**src/rcpf_ram.sv**
```systemverilog
`timescale 1ns / 1ps
// ----------------------------------------------------------------------------
// rcpf_ram
// Simple dual-port RAM: one write port, one read port with registered data.
// ----------------------------------------------------------------------------
module rcpf_ram #(
  parameter int unsigned WIDTH = 8,
  parameter int unsigned DEPTH = 64
) (
  input  logic                     clk_i,
  input  logic                     we_i,
  input  logic [$clog2(DEPTH)-1:0] waddr_i,
  input  logic [WIDTH-1:0]         wdata_i,
  input  logic [$clog2(DEPTH)-1:0] raddr_i,
  output logic [WIDTH-1:0]         rdata_o
);

  logic [WIDTH-1:0] mem_q [DEPTH];
  logic [WIDTH-1:0] rdata_q;

  always_ff @(posedge clk_i) begin
    if (we_i) begin
      mem_q[waddr_i] <= wdata_i;
    end
    rdata_q <= mem_q[raddr_i];
  end

  assign rdata_o = rdata_q;

endmodule

```
**config.mk**
```make
export PLATFORM = sky130hd
export DESIGN_NAME = rcpf_ram
export DESIGN_NICKNAME = d
export VERILOG_FILES = /design/src/rcpf_ram.sv
export SDC_FILE = /design/constraint.sdc
export NUM_CORES = 1
export LEC_CHECK = 0
export BUFFER_PORTS_ARGS = -buffer_cell sky130_fd_sc_hd__buf_2
export CAP_MARGIN = 10
export CORE_MARGIN = 1
export CORE_UTILIZATION = 40
export DETAILED_ROUTE_END_ITERATION = 8
export SYNTH_ARGS = -nofsm -noshare
export SYNTH_HDL_FRONTEND = slang
export SYNTH_SLANG_ARGS = --single-unit
```
**constraint.sdc**
```tcl
create_clock -name clk_i -period 2.62 [get_ports clk_i]
set_clock_uncertainty 0.2 [all_clocks]
set_input_delay 0.524 -clock clk_i [delete_from_list [all_inputs] [get_ports clk_i]]
set_output_delay 0.524 -clock clk_i [all_outputs]
set_load 0.02 [all_outputs]
```
Word-level counts from Yosys, hierarchy flattened
Memory sizes are Yosys's and may differ from the RTL's. A register that Yosys moved wholly into a read port is not among the register bits. Index checks and enable logic that the tools add are counted.

Bits in registers: 0. RAM bits: 512. Bits of input ports: 22. Output and inout bits: 8. Logic and storage cells: 3. Memories: 1.

Muxes and demuxes: 2.

Memories: mem_q (words 64, bits a word 8, read ports 1, clocked after Yosys merged registers in 1, wr ports 1, line 18) `logic [WIDTH-1:0] mem_q [DEPTH];`.

Operator list (count): 1-bit 2-to-1 mux (2).

Longest topological paths before layout
Gate-level depths: netlist (run 1).

Depth after elaboration: 2. Depth in mapped cells: 9. Gate-level depth less buffers: 5.

Worst setup path after synthesis (run 1)
Ideal clock, no wire load.

Kind: input to register. From: input raddr_i[1]. To: register rdata_q[3], in the netlist rdata_o[3], read port of mem_q. Library setup time: 0.128 ns. Arrival time: 2.064 ns. Required time: 2.292 ns. Slack: 0.228 ns. Stages: 7. Buffers on the path: 3. Cell sequence: buf_4 -> buf_2 -> buf_2 -> mux4_2 -> mux4_2 -> o21ai_1 -> o41ai_1.

RTL lines: from (decl) (line 14) `input logic [$clog2(DEPTH)-1:0] raddr_i,`; to (decl) (line 19) `logic [WIDTH-1:0] rdata_q;`.

==> run metrics, run 1 <==
status=complete, no violations; post-synth cell types=40; worst-path cell with the longest stage delay=mux4_2; RSZ-0062 raised after global routing=no; Storage cell area=15530 um2; Clock Tree Root=clkbuf_16; Yosys top cell area share=0.7624; multi-input logic area=approximately 4300 um2; Post-Synth XOR/XNOR Area=0; Post-CTS Repair Setup Buffers=0; Worst EP required=2870 ps; CP max FO=16; CTS Buf Count=52; Die H=around 230 um; Layout area overhead=19.05%; register area share after synthesis=0.7703; Initial Util=0.4086; Syn Nets=between 900 and 1000; vias in the first global route=about 10000; Worst Setup Path Type=in -> reg; fin worst setup slack=about 200 ps; detail-routed net length per standard cell=about 25 um; num rows=roughly 80; total power=0.01802 W; initial antenna violation count=3; layout cells sized above 1=0.3427; PortBufs=29; Final GP Congestion=~0.80; Post-Route WL=between 40 and 50 mm; CTS tree=yes; Async S/R FF share, synth=0; element type at the critical path end=flip-flop; top_reg_cell synth=edfxtp_1; placed insts=1742; Period minus WS final=about 2400 ps; max-cap viol count=0; Post-Synth Simple-Gate Area=0.03388; initial DRC count=963; worst-case vdd ir drop=0.0004750 V; pin count of the biggest net entering global routing=65; Hold/Removal Path Class=in -> reg; leading cell types by count after synthesis=edfxtp_1, mux4_2, nor2_1; synth warn=0; clock latency on the worst-skew pair=roughly 590 ps; Die Wd=226.5 um; Post-Synthesis Cells=940; clk slew on worst S/H paths=approximately 60 ps; fmax=around 410 MHz; vias=about 9900; Compound-Gate Fraction of Synth Area=0.02072; count leader, synth=edfxtp_1; final net count=between 1000 and 1500; Worst setup SP type=input port; Adder-Cell Fraction of Synth Area=0; Sink Count=520; DRT Pass-1 Iters=5; Mean Syn Cell Area=21.45 um2; Filler cells=3999; synthesized area=just over 20000 um2; Non-Filler Instances=roughly 1800; Die Footprint=roughly 50000 um2; Area contributors post-synth=edfxtp_1, mux4_2, nor2_1; Hold Fails Final Rpt=0; total track usage=0.1904; I/O Pins=30; Worst path max stage delay=roughly 490 ps; Slew headroom=0.3778; Final setup viols=0; Final Cell Area=24010 um2; CTS resizes=0; mux share of post-synthesis cell area=0.1594; WP buf/inv=2; Yosys top cell by area=edfxtp_1; LEAKAGE=7.819 nW; hold path depth=3; dpl cell area=22230 um2; CP cell instances=clkbuf_8 > buf_12 > mux4_2 > mux2_2 > o221a_2 > nor3_1 > o32ai_1; post-synthesis register bit count=between 500 and 600; worst r2r path cells=5; core area=about 49000 um2; post-place setup slack=-375.4 ps; Hold Crit Start=raddr_i[5]; antenna viol nets, final=0; worst-case clock buffer depth=3; Tcrit/Tclk final=0.9236; GR Overflow Total=0; largest family of logic cells by synthesized area=multiplexers; Largest delay share family, worst path=multiplexers; first-pass GRT wire length=roughly 70 mm; drt drc=0; crit path launch=raddr_i[0]; Antenna Cells=0; worst path arrival time=2670 ps; vias per cell=approximately 5.4; CP Depth=7; # hold bufs at CTS=0; Tightest Pin Transition=933.3 ps; Pwr per Cell Area=750.7 nW/um2; DP HPWL=30.06 mm; Slew Limit Fails=0; H-tree depth=2; Post-synth EDFFs=between 500 and 600; Reg-to-Reg Start=mem_q[29][4]$_DFFE_PP_
flip-flops by register name, summed over array words and instances, names as in the netlist:
| signal | flops |
|---|---|
| rdata_o | 8 |
| mem_q | 512 |
power by group:
group	internal [W]	total [W]	switching, W
Combinational	0.000406	0.000968	0.000562
Clock	0.00478	0.00782	0.00304
Sequential	0.00921	0.00924	0.0000308
logic make-up (layout without fill, tap and decap cells):
family          after synthesis  after routing
flops                       520            520
compound gates               54             54
simple gates                153            153
buf+inv                      51            281
mux                         162            162
cells in the final DEF (no fill, tap or decap), types with 2 or more instances in the layout:
master,count
buf_12,15
a22oi_1,3
o2bb2ai_1,3
mux2i_1,23
clkinv_2,4
mux4_2,126
bufinv_16,11
nor2b_1,14
o221ai_1,8
o21a_1,2
nand3b_1,3
a21oi_1,3
nand2_1,19
o22ai_1,8
o41ai_1,2
nor4_1,2
nor3_1,7
a211oi_1,4
a2111oi_0,2
o2111ai_1,3
buf_2,26
dfxtp_1,8
nor2_1,83
o21ai_0,2
o32ai_1,2
o221a_2,2
clkbuf_16,53
nand2b_1,7
clkbuf_1,13
buf_4,147
clkinv_1,8
edfxtp_1,512
mux2_2,13
nand4_1,2
o21ai_1,2
nand3_1,13
a221oi_1,6
worst min-delay path: stages:
cell	delay [ps]
buf_2	240
nand3_1	130
o32ai_1	70
cell type report:
type	count	area share
Clock inverter	26	0.01688
Tap cell	664	0.03460
Multi-Input combinational cell	369	0.1797
Clock buffer	66	0.05727
Timing Repair Buffer	189	0.06446
Sequential cell	520	0.6470
stage by stage:
step           utilization  hold WS, ps  TNS (ps)
3_5_place_dp        0.4504        642.4     -1946
3_3_place_gp        0.4504        622.3     -1651
2_1_floorplan            -        422.9         0
4_1_cts             0.4865        182.1         0
6_report            0.4865        243.0         0
5_1_grt             0.4865        229.7         0
layer usage:
layer / up-vias / part of all wire / track usage
li1: 4308 / - / -
met1: 5231 / 0.42 / 0.2607
met2: 307 / 0.49 / 0.3070
met3: 76 / 0.060 / 0.03473
met4: 4 / 0.029 / 0.06604
met5: - / 0.00056 / 0
final timing paths:
| kind | slack [ps] | end |
|---|---|---|
| hold / removal | 240 | rdata_o[4]$_DFF_P_ |
| setup / recovery | 200 | rdata_o[4]$_DFF_P_ |
| hold reg to reg | 640 | rdata_o[0]$_DFF_P_ |
| setup reg to reg | 280 | rdata_o[4]$_DFF_P_ |
Power figures use the tool's default switching activity.
==> run 2: changes to the inputs <==
--- a/config.mk
+++ b/config.mk
@@ -10,6 +10,7 @@
 export CORE_MARGIN = 1
 export CORE_UTILIZATION = 40
 export DETAILED_ROUTE_END_ITERATION = 8
+export REMOVE_ABC_BUFFERS = 1
 export SYNTH_ARGS = -nofsm -noshare
 export SYNTH_HDL_FRONTEND = slang
 export SYNTH_SLANG_ARGS = --single-unit
==> run 2 against run 1 <==
  * Die area unchanged
  * Non-clock buffer count up 4
  * Cell count rose by 0.44%
  * First-iteration DRC count rose by 15%
  * Critical endpoint is now rdata_o[5]$_DFF_P_
==> run metrics, run 2 (synthesized netlist as in run 1, its figures left out) <==
Worst Setup Path Type=in -> reg; worst path arrival time=around 2600 ps; Net Sw Power=between 0.003 and 0.004 W; Post-CTS Repair Setup Buffers=0; Tcrit/Tclk final=0.9066; Period minus WS final=around 2400 ps; initial antenna violation count=3; commonest cells after routing, fill and taps aside=edfxtp_1, buf_4, mux4_2, nor2_1, clkbuf_16; vias in the first global route=roughly 10000; Final GP Congestion=0.8541; # hold bufs at CTS=0; Final setup viols=0; Tightest Pin Transition=745.5 ps; LEAKAGE=between 7 and 8 nW; Die H=between 200 and 250 um; internal power=between 0.01 and 0.015 W; wire length on met1=20.07 mm; RSZ-0062 raised after global routing=no; DP HPWL=about 30 mm; layout cells sized above 1=0.3472; CP max FO=18; Die Footprint=between 50000 and 60000 um2; final net count=1158; Initial Util=0.4086; PortBufs=29; CTS resizes=0; Layout area overhead=18.68%; max layer used=met5; fmax=roughly 420 MHz; detail-routed net length per standard cell=about 25 um; element type at the critical path end=flip-flop; Hold Crit Start=wdata_i[4]; Pwr per Cell Area=around 730 nW/um2; clk slew on worst S/H paths=about 60 ps; Worst setup SP type=input port; total power=approximately 0.018 W; Sink Count=520; initial DRC count=1110; Slew headroom=0.4901; GR Overflow Total=0; max-cap viol count=0; H-tree depth=2; Die Wd=between 200 and 250 um; commonest non-fill, non-tap cell in the layout=edfxtp_1; Finished Core Util=0.4849; WL met3=between 3 and 4 mm; drt drc=0; crit path launch=raddr_i[0]; antenna viol nets, final=0; DRT Pass-1 Iters=5; Flop pwr share=0.527; Combinational Power Share=0.056; Hold Fails Final Rpt=0; first-pass GRT wire length=between 60 and 70 mm; switch share=0.2101; Post-Route WL=roughly 47 mm; worst-case clock buffer depth=3; number of flip-flops under the largest register name=between 500 and 600; clock latency on the worst-skew pair=600 ps; worst-case vdd ir drop=0.0004169 V; total track usage=0.1899; Antenna Cells=0; Clock Tree Root=clkbuf_16; CTS Buf Count=52; Reg-to-Reg Start=mem_q[3][5]$_DFFE_PP_; vias per cell=roughly 5.5; num rows=~80; I/O Pins=30; CTS tree=yes; core area=49360 um2; Slew Limit Fails=0; Worst EP required=roughly 2900 ps; Biggest register=mem_q; Hold/Removal Path Class=in -> reg; clock share of power=0.417; vias=between 10000 and 15000; met2 routed WL=roughly 22 mm; status=complete, no violations; pin count of the biggest net entering global routing=between 60 and 70
==> run 2: cell types whose count changed in the layout (fill, tap and decap cells not counted), sizes merged <==
cell	previous run	this run
clkinv	13	30
inv	1	0
buf	188	192
clkinvlp	1	3
bufinv	11	5
clkbuf	67	59
==> run 2: final timing paths <==
kind                                          endpoint  slack, ps  depth (start not counted)
worst max-delay path                rdata_o[5]$_DFF_P_        240                          7
worst min-delay path            mem_q[52][4]$_DFFE_PP_         50                          1
worst max register to register      rdata_o[5]$_DFF_P_        360                          5
worst min register to register      rdata_o[0]$_DFF_P_        670                          4
==> run 2: metrics by stage <==
stage	worst slack, ps	hold WS, ps	std cells	area (um2)	TNS [ps]
4_1_cts	124.2	21.08	1842	23930	0
3_5_place_dp	-498.9	640.7	1746	22250	-1411
5_1_grt	159.8	41.05	1842	23930	0
3_3_place_gp	-463.7	619.1	1746	22250	-1306
6_report	244.8	45.95	1842	23930	0
2_1_floorplan	534.6	422.9	889	19850	0
==> run 2: cell type report <==
class | count | area (um2)
clock inverter | 38 | 320.3
tap | 664 | 830.8
clock buffer | 58 | 1366
timing repair buffer | 193 | 1565
sequential | 520 | 15530
multi-input combinational | 369 | 4315
fill | 4063 | 25420
==> run 2: power groups by stage <==
stage	clock network (W)	registers [W]	logic, W
floorplan	0	0.00942	0.000357
global placement	0	0.00942	0.000977
detailed placement	0	0.00942	0.000989
CTS	0.00745	0.00924	0.000992
global route	0.00777	0.00924	0.00104
finish	0.00731	0.00924	0.000979
==> run 2: critical path, cell delays in order <==
cell and delay (ps):
clkbuf_8 230, buf_12 230, mux4_2 530, nor2b_1 150, a2111oi_0 680, buf_4 220, o41ai_1 70
==> run 2: layer usage <==
metal / vias to the layer above / global-route usage
li1: 4316 / -
met5: - / 0
met4: 4 / 0.03989
met3: 69 / 0.03771
met2: 355 / 0.3049
met1: 5347 / 0.2696
